$ cat src/rtl/core/msp_pkg.sv
// ----------------------------------------------------------------------------
// msp_pkg
// Shared types and codes for the Morse sequence player.
// ----------------------------------------------------------------------------
`default_nettype none

package msp_pkg;

	localparam int SEQ_DEPTH_DEF = 64;

	localparam int REQ_TYPE_W = 2;
	localparam int IDX_IN_W   = 6;
	localparam int IDX_RANGE  = 1 << IDX_IN_W;
	localparam int ELEM_W     = 3;
	localparam int ERR_W      = 2;
	localparam int DIT_W      = 15;
	localparam int IVL_W      = 16;
	localparam int CFG_IDX_W  = 2;
	localparam int CFG_DATA_W = DIT_W;

	localparam logic [REQ_TYPE_W-1:0] REQ_TICK = 2'd0;
	localparam logic [REQ_TYPE_W-1:0] REQ_PLAY = 2'd1;
	localparam logic [REQ_TYPE_W-1:0] REQ_STOP = 2'd2;
	localparam logic [REQ_TYPE_W-1:0] REQ_LOAD = 2'd3;

	localparam logic [ELEM_W-1:0] ELEM_END       = 3'd0;
	localparam logic [ELEM_W-1:0] ELEM_DIT_TONE  = 3'd1;
	localparam logic [ELEM_W-1:0] ELEM_DAH_TONE  = 3'd2;
	localparam logic [ELEM_W-1:0] ELEM_DIT_PAUSE = 3'd3;
	localparam logic [ELEM_W-1:0] ELEM_DAH_PAUSE = 3'd4;

	localparam logic [ERR_W-1:0] ERR_NONE    = 2'd0;
	localparam logic [ERR_W-1:0] ERR_START   = 2'd1;
	localparam logic [ERR_W-1:0] ERR_INVALID = 2'd2;

	localparam logic [CFG_IDX_W-1:0] CFG_FAST_MODE = 2'd0;
	localparam logic [CFG_IDX_W-1:0] CFG_FAST_DIT  = 2'd1;
	localparam logic [CFG_IDX_W-1:0] CFG_SLOW_DIT  = 2'd2;

	localparam logic [DIT_W-1:0] FAST_DIT_RESET = 15'd60;
	localparam logic [DIT_W-1:0] SLOW_DIT_RESET = 15'd100;

	typedef struct packed {
		logic [REQ_TYPE_W-1:0] req_type;
		logic [IDX_IN_W-1:0]   start_index;
		logic [IDX_IN_W-1:0]   load_index;
		logic [ELEM_W-1:0]     load_element;
	} req_t;

	typedef struct packed {
		logic             key_on;
		logic             key_notify;
		logic             playing;
		logic [ERR_W-1:0] error;
	} rsp_t;

endpackage

`default_nettype wire

$ cat src/rtl/core/msp_req_if.sv
// ----------------------------------------------------------------------------
// msp_req_if
// Request channel: valid/ready handshake carrying one request item.
// ----------------------------------------------------------------------------
`default_nettype none

interface msp_req_if;
	logic          valid;
	logic          ready;
	msp_pkg::req_t data;

	modport source (output valid, output data, input ready);
	modport sink (input valid, input data, output ready);
endinterface

`default_nettype wire

$ cat src/rtl/core/msp_rsp_if.sv
// ----------------------------------------------------------------------------
// msp_rsp_if
// Result channel: valid/ready handshake carrying one result item.
// ----------------------------------------------------------------------------
`default_nettype none

interface msp_rsp_if;
	logic          valid;
	logic          ready;
	msp_pkg::rsp_t data;

	modport source (output valid, output data, input ready);
	modport sink (input valid, input data, output ready);
endinterface

`default_nettype wire

$ cat src/rtl/core/morse_sequence_player_core.sv
// ----------------------------------------------------------------------------
// morse_sequence_player_core
// Tick-driven Morse keyer playing a looping tone/pause sequence from a store.
// ----------------------------------------------------------------------------
// Takes one item per clock; stage one registers the item and the result
// register its result. The store is read at the accepting edge (a two-port
// registered-read memory, prefetching the current and the start element with
// write forwarding); stage one updates the player and loads the result
// register once it is free. Throughput is set by that single state-update
// stage: one item per cycle while the result side keeps taking items.
`default_nettype none

module morse_sequence_player_core #(
	parameter int SEQ_DEPTH = msp_pkg::SEQ_DEPTH_DEF
) (
	input  wire                              clk,
	input  wire                              arst_n,
	msp_req_if.sink                          req,
	msp_rsp_if.source                        rsp,
	input  wire                              cfg_we,
	input  wire [msp_pkg::CFG_IDX_W-1:0]     cfg_index,
	input  wire [msp_pkg::CFG_DATA_W-1:0]    cfg_wdata
);

	localparam int AW = (SEQ_DEPTH > 1) ? $clog2(SEQ_DEPTH) : 1;

	localparam logic [1:0] MODE_IDLE     = 2'd0;
	localparam logic [1:0] MODE_INTERVAL = 2'd1;
	localparam logic [1:0] MODE_TAKE     = 2'd2;

	// configuration
	logic                        fast_mode_q;
	logic [msp_pkg::DIT_W-1:0]   fast_dit_q;
	logic [msp_pkg::DIT_W-1:0]   slow_dit_q;

	// player state
	logic [1:0]                  mode_q, mode_d;
	logic [msp_pkg::IVL_W-1:0]   left_q, left_d;
	logic [AW-1:0]               cur_q, cur_d;
	logic [AW-1:0]               start_q, start_d;
	logic                        key_q, key_d;

	// input stage
	logic                        v_s1;
	msp_pkg::req_t               req_s1;
	logic [msp_pkg::ELEM_W-1:0]  rd_a_s1;
	logic [msp_pkg::ELEM_W-1:0]  rd_b_s1;

	// result register
	logic                        rsp_v_q;
	msp_pkg::rsp_t               rsp_q;

	logic [msp_pkg::ELEM_W-1:0]  mem [SEQ_DEPTH];
	logic [AW-1:0]               idx_mod [msp_pkg::IDX_RANGE];

	logic                        fire_s1;
	logic                        in_fire;
	logic                        mem_we;
	logic [AW-1:0]               waddr;
	logic [AW-1:0]               raddr_a;
	logic [AW-1:0]               raddr_b;
	logic                        notify;
	logic [msp_pkg::ERR_W-1:0]   err;

	logic [msp_pkg::ELEM_W-1:0]  el_take;
	logic [AW-1:0]               take_base;
	logic [AW-1:0]               take_next;
	logic [msp_pkg::DIT_W-1:0]   dit_sel;
	logic [msp_pkg::IVL_W:0]     dah_full;
	logic [msp_pkg::IVL_W-1:0]   dah_sat;
	logic [msp_pkg::IVL_W-1:0]   ivl_take;

	// index reduction modulo the store depth
	for (genvar g = 0; g < msp_pkg::IDX_RANGE; g++) begin : g_mod
		assign idx_mod[g] = AW'(g % SEQ_DEPTH);
	end

	assign fire_s1   = v_s1 && (!rsp_v_q || rsp.ready);
	assign req.ready = !v_s1 || fire_s1;
	assign in_fire   = req.valid && req.ready;

	assign rsp.valid = rsp_v_q;
	assign rsp.data  = rsp_q;

	// element fetch for a tick in take-next mode
	assign el_take   = (rd_a_s1 == msp_pkg::ELEM_END) ? rd_b_s1 : rd_a_s1;
	assign take_base = (rd_a_s1 == msp_pkg::ELEM_END) ? start_q : cur_q;
	assign take_next = (take_base == AW'(SEQ_DEPTH - 1)) ? '0 : take_base + 1'b1;

	assign dit_sel  = fast_mode_q ? fast_dit_q : slow_dit_q;
	assign dah_full = {2'b00, dit_sel} + {1'b0, dit_sel, 1'b0};
	assign dah_sat  = dah_full[msp_pkg::IVL_W] ? '1 : dah_full[msp_pkg::IVL_W-1:0];

	always_comb begin
		case (el_take) inside
			msp_pkg::ELEM_DIT_TONE, msp_pkg::ELEM_DIT_PAUSE: ivl_take = {1'b0, dit_sel};
			msp_pkg::ELEM_DAH_TONE, msp_pkg::ELEM_DAH_PAUSE: ivl_take = dah_sat;
			default:                                         ivl_take = '0;
		endcase
	end

	assign waddr = idx_mod[req_s1.load_index];

	always_comb begin
		mode_d  = mode_q;
		left_d  = left_q;
		cur_d   = cur_q;
		start_d = start_q;
		key_d   = key_q;
		notify  = 1'b0;
		err     = msp_pkg::ERR_NONE;
		mem_we  = 1'b0;
		if (fire_s1) begin
			case (req_s1.req_type)
				msp_pkg::REQ_LOAD: begin
					mem_we = 1'b1;
				end
				msp_pkg::REQ_STOP: begin
					key_d  = 1'b0;
					notify = 1'b1;
					mode_d = MODE_IDLE;
				end
				msp_pkg::REQ_PLAY: begin
					start_d = idx_mod[req_s1.start_index];
					cur_d   = idx_mod[req_s1.start_index];
					if (rd_a_s1 == msp_pkg::ELEM_END) begin
						err    = msp_pkg::ERR_START;
						key_d  = 1'b0;
						notify = 1'b1;
						mode_d = MODE_IDLE;
					end else begin
						mode_d = MODE_TAKE;
					end
				end
				default: begin
					if (mode_q == MODE_INTERVAL) begin
						if (left_q == '0) begin
							mode_d = MODE_TAKE;
						end else begin
							left_d = left_q - 1'b1;
						end
					end else if (mode_q == MODE_TAKE) begin
						if (el_take > msp_pkg::ELEM_DAH_PAUSE) begin
							cur_d  = take_base;
							err    = msp_pkg::ERR_INVALID;
							key_d  = 1'b0;
							notify = 1'b1;
							mode_d = MODE_IDLE;
						end else begin
							case (el_take) inside
								msp_pkg::ELEM_DIT_TONE, msp_pkg::ELEM_DAH_TONE: begin
									key_d  = 1'b1;
									notify = 1'b1;
								end
								msp_pkg::ELEM_DIT_PAUSE, msp_pkg::ELEM_DAH_PAUSE: begin
									key_d  = 1'b0;
									notify = 1'b1;
								end
								default: begin
									key_d = key_q;
								end
							endcase
							left_d = ivl_take;
							cur_d  = take_next;
							mode_d = MODE_INTERVAL;
						end
					end
				end
			endcase
		end
	end

	// prefetch addresses follow the state left by the item now in stage one
	assign raddr_a = (req.data.req_type == msp_pkg::REQ_PLAY) ?
		idx_mod[req.data.start_index] : cur_d;
	assign raddr_b = start_d;

	always_ff @(posedge clk) begin
		if (mem_we) begin
			mem[waddr] <= req_s1.load_element;
		end
		if (in_fire) begin
			req_s1  <= req.data;
			rd_a_s1 <= (mem_we && waddr == raddr_a) ? req_s1.load_element : mem[raddr_a];
			rd_b_s1 <= (mem_we && waddr == raddr_b) ? req_s1.load_element : mem[raddr_b];
		end
		if (fire_s1) begin
			rsp_q.key_on     <= key_d;
			rsp_q.key_notify <= notify;
			rsp_q.playing    <= (mode_d != MODE_IDLE);
			rsp_q.error      <= err;
		end
	end

	always_ff @(posedge clk or negedge arst_n) begin
		if (!arst_n) begin
			v_s1    <= 1'b0;
			rsp_v_q <= 1'b0;
			mode_q  <= MODE_IDLE;
			left_q  <= '0;
			cur_q   <= '0;
			start_q <= '0;
			key_q   <= 1'b0;
		end else begin
			if (req.ready) begin
				v_s1 <= req.valid;
			end
			if (fire_s1) begin
				rsp_v_q <= 1'b1;
			end else if (rsp.ready) begin
				rsp_v_q <= 1'b0;
			end
			mode_q  <= mode_d;
			left_q  <= left_d;
			cur_q   <= cur_d;
			start_q <= start_d;
			key_q   <= key_d;
		end
	end

	always_ff @(posedge clk or negedge arst_n) begin
		if (!arst_n) begin
			fast_mode_q <= 1'b0;
			fast_dit_q  <= msp_pkg::FAST_DIT_RESET;
			slow_dit_q  <= msp_pkg::SLOW_DIT_RESET;
		end else if (cfg_we) begin
			unique case (cfg_index)
				msp_pkg::CFG_FAST_MODE: fast_mode_q <= cfg_wdata[0];
				msp_pkg::CFG_FAST_DIT:  fast_dit_q  <= cfg_wdata;
				msp_pkg::CFG_SLOW_DIT:  slow_dit_q  <= cfg_wdata;
				default: begin
					fast_mode_q <= fast_mode_q;
				end
			endcase
		end
	end

endmodule

`default_nettype wire

$ cat src/flat_wrapper.sv
// flat-port wrapper written by rule: the top's interface ports become plain ports
module morse_sequence_player_core_flat 
#(
	parameter int SEQ_DEPTH = msp_pkg::SEQ_DEPTH_DEF
)
  (clk, arst_n, cfg_we, cfg_index, cfg_wdata, req_valid, req_data, req_ready, rsp_valid, rsp_data, rsp_ready);
  msp_req_if req_i ();
  msp_rsp_if rsp_i ();
  input  wire clk;
  input  wire arst_n;
  input  wire cfg_we;
  input  wire [msp_pkg::CFG_IDX_W-1:0] cfg_index;
  input  wire [msp_pkg::CFG_DATA_W-1:0] cfg_wdata;
  input wire logic [$bits(req_i.valid)-1:0] req_valid;
  input wire logic [$bits(req_i.data)-1:0] req_data;
  output wire logic [$bits(req_i.ready)-1:0] req_ready;
  output wire logic [$bits(rsp_i.valid)-1:0] rsp_valid;
  output wire logic [$bits(rsp_i.data)-1:0] rsp_data;
  input wire logic [$bits(rsp_i.ready)-1:0] rsp_ready;
  assign req_i.valid = req_valid;
  assign req_i.data = req_data;
  assign req_ready = req_i.ready;
  assign rsp_valid = rsp_i.valid;
  assign rsp_data = rsp_i.data;
  assign rsp_i.ready = rsp_ready;
  morse_sequence_player_core #(.SEQ_DEPTH(SEQ_DEPTH)) u_core (.clk(clk), .arst_n(arst_n), .req(req_i), .rsp(rsp_i), .cfg_we(cfg_we), .cfg_index(cfg_index), .cfg_wdata(cfg_wdata));
endmodule
$ cat config.mk
export PLATFORM = sky130hd
export DESIGN_NAME = morse_sequence_player_core_flat
export DESIGN_NICKNAME = d
export VERILOG_FILES = /design/src/rtl/core/msp_pkg.sv /design/src/rtl/core/msp_req_if.sv /design/src/rtl/core/msp_rsp_if.sv /design/src/rtl/core/morse_sequence_player_core.sv /design/src/flat_wrapper.sv
export SDC_FILE = /design/constraint.sdc
export NUM_CORES = 1
export LEC_CHECK = 0
export BUFFER_PORTS_ARGS = -buffer_cell sky130_fd_sc_hd__buf_2
export CORE_UTILIZATION = 40
export CTS_CLUSTER_DIAMETER = 30
export DETAILED_ROUTE_END_ITERATION = 10
export PLACE_DENSITY = 0.52
export SETUP_SLACK_MARGIN = 0.5
export SLEW_MARGIN = 40
export SYNTH_ARGS = -nofsm -noshare
export SYNTH_HDL_FRONTEND = slang
export SYNTH_SLANG_ARGS = --single-unit
export TNS_END_PERCENT = 50
$ cat constraint.sdc
create_clock -name clk -period 4.5 [get_ports clk]
set_clock_uncertainty 0.15 [all_clocks]
set_input_delay 0.9 -clock clk [delete_from_list [all_inputs] [get_ports clk]]
set_output_delay 0.9 -clock clk [all_outputs]
set_load 0.01 [all_outputs]
==> summary.log <==
qor: timing.tns 0 ns
qor: critical_path.critPathKind reg2reg
qor: flow_run.max_cap_viol_count 0
qor: route.num_vias 13020
qor: power_and_ir_drop.worst_ir_drop_vdd 0.3712 mV
qor: timing.worst_slack 0.4631 ns
qor: cells_and_area.num-nets-final 1704
qor: placement.detailedPlacementHpwl 32060 um
qor: floorplan.placementRows 72
qor: yosys.synth_flop_cell sky130_fd_sc_hd__edfxtp_1
qor: clocking.cts.htree.levels 3
qor: timing.slew_headroom 42.11%
qor: clocking.tritoncts_clock_tree built
qor: timing.timing_worst_slew_pin_value 0.8663 ns
qor: critical_path.r2r_slack 0.46 ns
qor: timing.maxClockFrequency 247.7 MHz
qor: cells_and_area.post_route_cells_drive_above_1_share 22.65%
qor: timing.rsz0062_at_grt yes
qor: route.detail_route.wirelength 50460 um
qor: power_and_ir_drop.leak_pwr 7.761 nW
qor: critical_path.worstSetupEndpointType register
qor: timing.final-setup-viol-count 0
qor: timing.final_min_period_over_clock_period 89.71%
qor: global_routing.grt_overflow_total 0
qor: cells_and_area.antenna_cells_inserted 0
qor: yosys.synth.net_count 1581
qor: critical_path.reg2reg_to u_core.rd_a_s1[2]
qor: power_and_ir_drop.power.total 12.64 mW
qor: critical_path.cp_max_fo 7
qor: clocking.clock_latency 0.59 ns
qor: route.route.detailed.wl_per_inst 22.75 um
qor: clocking.cts-root-to-sink-buffers 3
qor: critical_path.cpMaxStageDelayCell sky130_fd_sc_hd__edfxtp_1
qor: route.vias_per_cell 5.871
qor: floorplan.top_level_ports 46
qor: timing.hold_viol 0
qor: critical_path.cp-start-kind register
qor: cells_and_area.final_cell_mix 289 x sky130_fd_sc_hd__nand2_1, 220 x sky130_fd_sc_hd__edfxtp_1, 119 x sky130_fd_sc_hd__nor2_1
qor: clocking.cell_chosen_for_the_clock_root sky130_fd_sc_hd__clkbuf_16
qor: route.dr.first_iter.drc_count 1150
qor: timing.timing_max_transition_violations_final 0
qor: route.drc 0
qor: critical_path.path_common_cell sky130_fd_sc_hd__mux2_4
qor: floorplan.fp.dieArea 0.04020 sq mm
qor: yosys.count_of_flip_flops_with_a_built_in_enable_after_synthesis 220
qor: yosys.avgSynthCellArea 10.37 sq um
qor: global_routing.grt_pass1_wl 77240 um
qor: yosys.synthesis.yosys.warnings 0
qor: placement.port_buffers 45
qor: global_routing.globalRouteTotalUtil 25.04%
qor: placement.finalWeightedCongestion 0.8654
qor: clocking.clock_sinks 284
qor: yosys.cell_area_after_technology_mapping 0.01576 sq mm
qor: floorplan.die-width 200.5 um
qor: global_routing.antenna_found_initial 0
qor: cells_and_area.most_frequent_standard_cell_in_the_layout_excluding_fill_and_tap_cells sky130_fd_sc_hd__nand2_1
qor: critical_path.cp_num_buf_inv 4
qor: timing.post_route_worst_hold_slack 0.1735 ns
qor: global_routing.grt_max_degree 67
qor: status.status finished, final reports clean
qor: route.antenna_violating_nets_post_route 0
qor: yosys.ys_ff_latch 284
qor: yosys.seq_area_frac_synth 52.13%
qor: critical_path.cp_slowest_stage_delay 0.45 ns
qor: clocking.cts_buffers 71
qor: floorplan.initial_core_util 40.69%
qor: placement.pre_cts_slack 0.1005 ns
qor: power_and_ir_drop.power_per_cell_area 631.9 mW/mm^2
qor: critical_path.worst_r2r_path_depth 16
qor: clocking.cts.clk_slew.worst_paths 0.05 ns
qor: cells_and_area.syn2layout_area_growth 26.88%
qor: timing.final_period_minus_worst_setup_slack 4.037 ns
qor: global_routing.grt_pass1_vias 12880
qor: yosys.synth_cells 1520
qor: critical_path.worstReg2RegStart u_core.rd_a_s1[1]
qor: route.dr.pass1.iters 5
qor: critical_path.critical_path_arrival 4.20 ns
qor: hold_path.hold_path_class in2async
qor: critical_path.timing.critical_path.cells or3_4 -> mux2_4 -> ha_4 -> inv_2 -> a211oi_4 -> o221ai_4 -> nand2_8 -> buf_12 -> buf_4 -> a211oi_2 -> a311oi_2 -> buf_4 -> a211oi_4 -> nor4_1 -> mux2_4 -> mux2_4
qor: floorplan.core_area 0.03874 sq mm
qor: critical_path.cp.required 4.67 ns
qor: yosys.async_reset_ff_share 22.54%
qor: yosys.yosys.cell_types.count 85
qor: floorplan.die-height 200.5 um
qor: critical_path.cp_top_family compound AO/OA/AOI/OAI gates
-- layer usage --
| metal | track usage, % | vias up | wire, um |
|---|---|---|---|
| li1 | - | 5932 | - |
| met1 | 33.38 | 6414 | 21630 |
| met2 | 40.13 | 559 | 23400 |
| met3 | 4.756 | 116 | 3581 |
| met4 | 10.06 | 0 | 1846 |
| met5 | 0 | - | 0 |
-- worst max-delay path by stage --
| stage | cells after the start | startpoint | end | slack, ns |
|---|---|---|---|---|
| 6_report | 16 | u_core.rd_a_s1[1] | u_core.rd_a_s1[2] | 0.46 |
| 3_3_place_gp | 12 | u_core.rd_a_s1[2] | u_core.rd_a_s1[2] | 0.15 |
| 3_5_place_dp | 12 | u_core.rd_a_s1[2] | u_core.rd_a_s1[2] | 0.10 |
| 2_1_floorplan | 16 | u_core.rd_a_s1[2] | u_core.rd_a_s1[2] | 0.57 |
| 5_1_grt | 15 | u_core.rd_a_s1[0] | u_core.rd_a_s1[2] | 0.35 |
| 4_1_cts | 16 | u_core.rd_a_s1[0] | u_core.rd_a_s1[1] | 0.50 |
-- cells by family after synthesis --
family | Yosys count | synth area share (%)
compound gates | 272 | 12.64
mux | 147 | 9.906
buf+inv | 124 | 3.596
flops | 284 | 52.13
xor+xnor | 26 | 1.492
simple gates | 645 | 18.45
fa+ha+maj | 22 | 1.794
-- Yosys cell counts, drive strengths merged (24+ instances only) --
| master | count | share of area (%) |
|---|---|---|
| nand2 | 291 | 7.0 |
| edfxtp | 220 | 42 |
| nor2 | 119 | 2.8 |
| nand3 | 105 | 3.3 |
| mux2i | 91 | 5.9 |
| dfrtp | 57 | 9.0 |
| mux2 | 56 | 4.0 |
| clkbuf | 55 | 1.3 |
| a311oi | 47 | 2.6 |
| a21oi | 45 | 1.4 |
| buf | 43 | 1.7 |
| o21ai | 42 | 1.3 |
| and3 | 41 | 1.6 |
| a211oi | 35 | 1.7 |
| inv | 24 | 0.57 |
-- per-stage QoR --
stage,utilization (%),instances,area (sq um)
after floorplan,-,1520,15770
after global placement,43.67,2059,16920
after detailed placement,43.68,2059,16920
after CTS,51.28,2211,19870
after global routing,51.63,2218,20000
final,51.63,2218,20000
-- state kept, by name, summed over array words and instances (netlist names) --
register / count
u_core.rsp.valid: 1
u_core.cur_q: 6
u_core.left_q: 16
u_core.start_q: 6
u_core.rd_a_s1: 3
u_core.v_s1: 1
u_core.slow_dit_q: 15
u_core.fast_dit_q: 15
u_core.mode_q: 2
u_core.req_s1: 17
u_core.rd_b_s1: 3
u_core.mem: 192
u_core.rsp.data: 5
u_core.key_q: 1
u_core.fast_mode_q: 1
-- power by group --
group	total (mW)	internal (mW)	switching, mW
logic	3.98	1.67	2.31
registers	3.28	3.07	0.209
clock network	5.38	3.78	1.61
-- layout make-up --
cell class,instances,area (sq um)
timing repair buffer,148,1271
sequential,284,8217
multi-input combinational,1112,7247
fill,3417,18740
clock buffer,82,1871
clock inverter,48,648.1
inverter,26,97.59
tap,518,648.1
-- what timing repair did --
action	4_1_cts	5_1_grt
gates cloned	3	1
endpoints found under the setup margin	3	9
buffers inserted	19	4
pin swaps	14	11
hold buffers	0	0
resized for setup	37	16
Note: power is estimated with default switching activity, not from simulation.
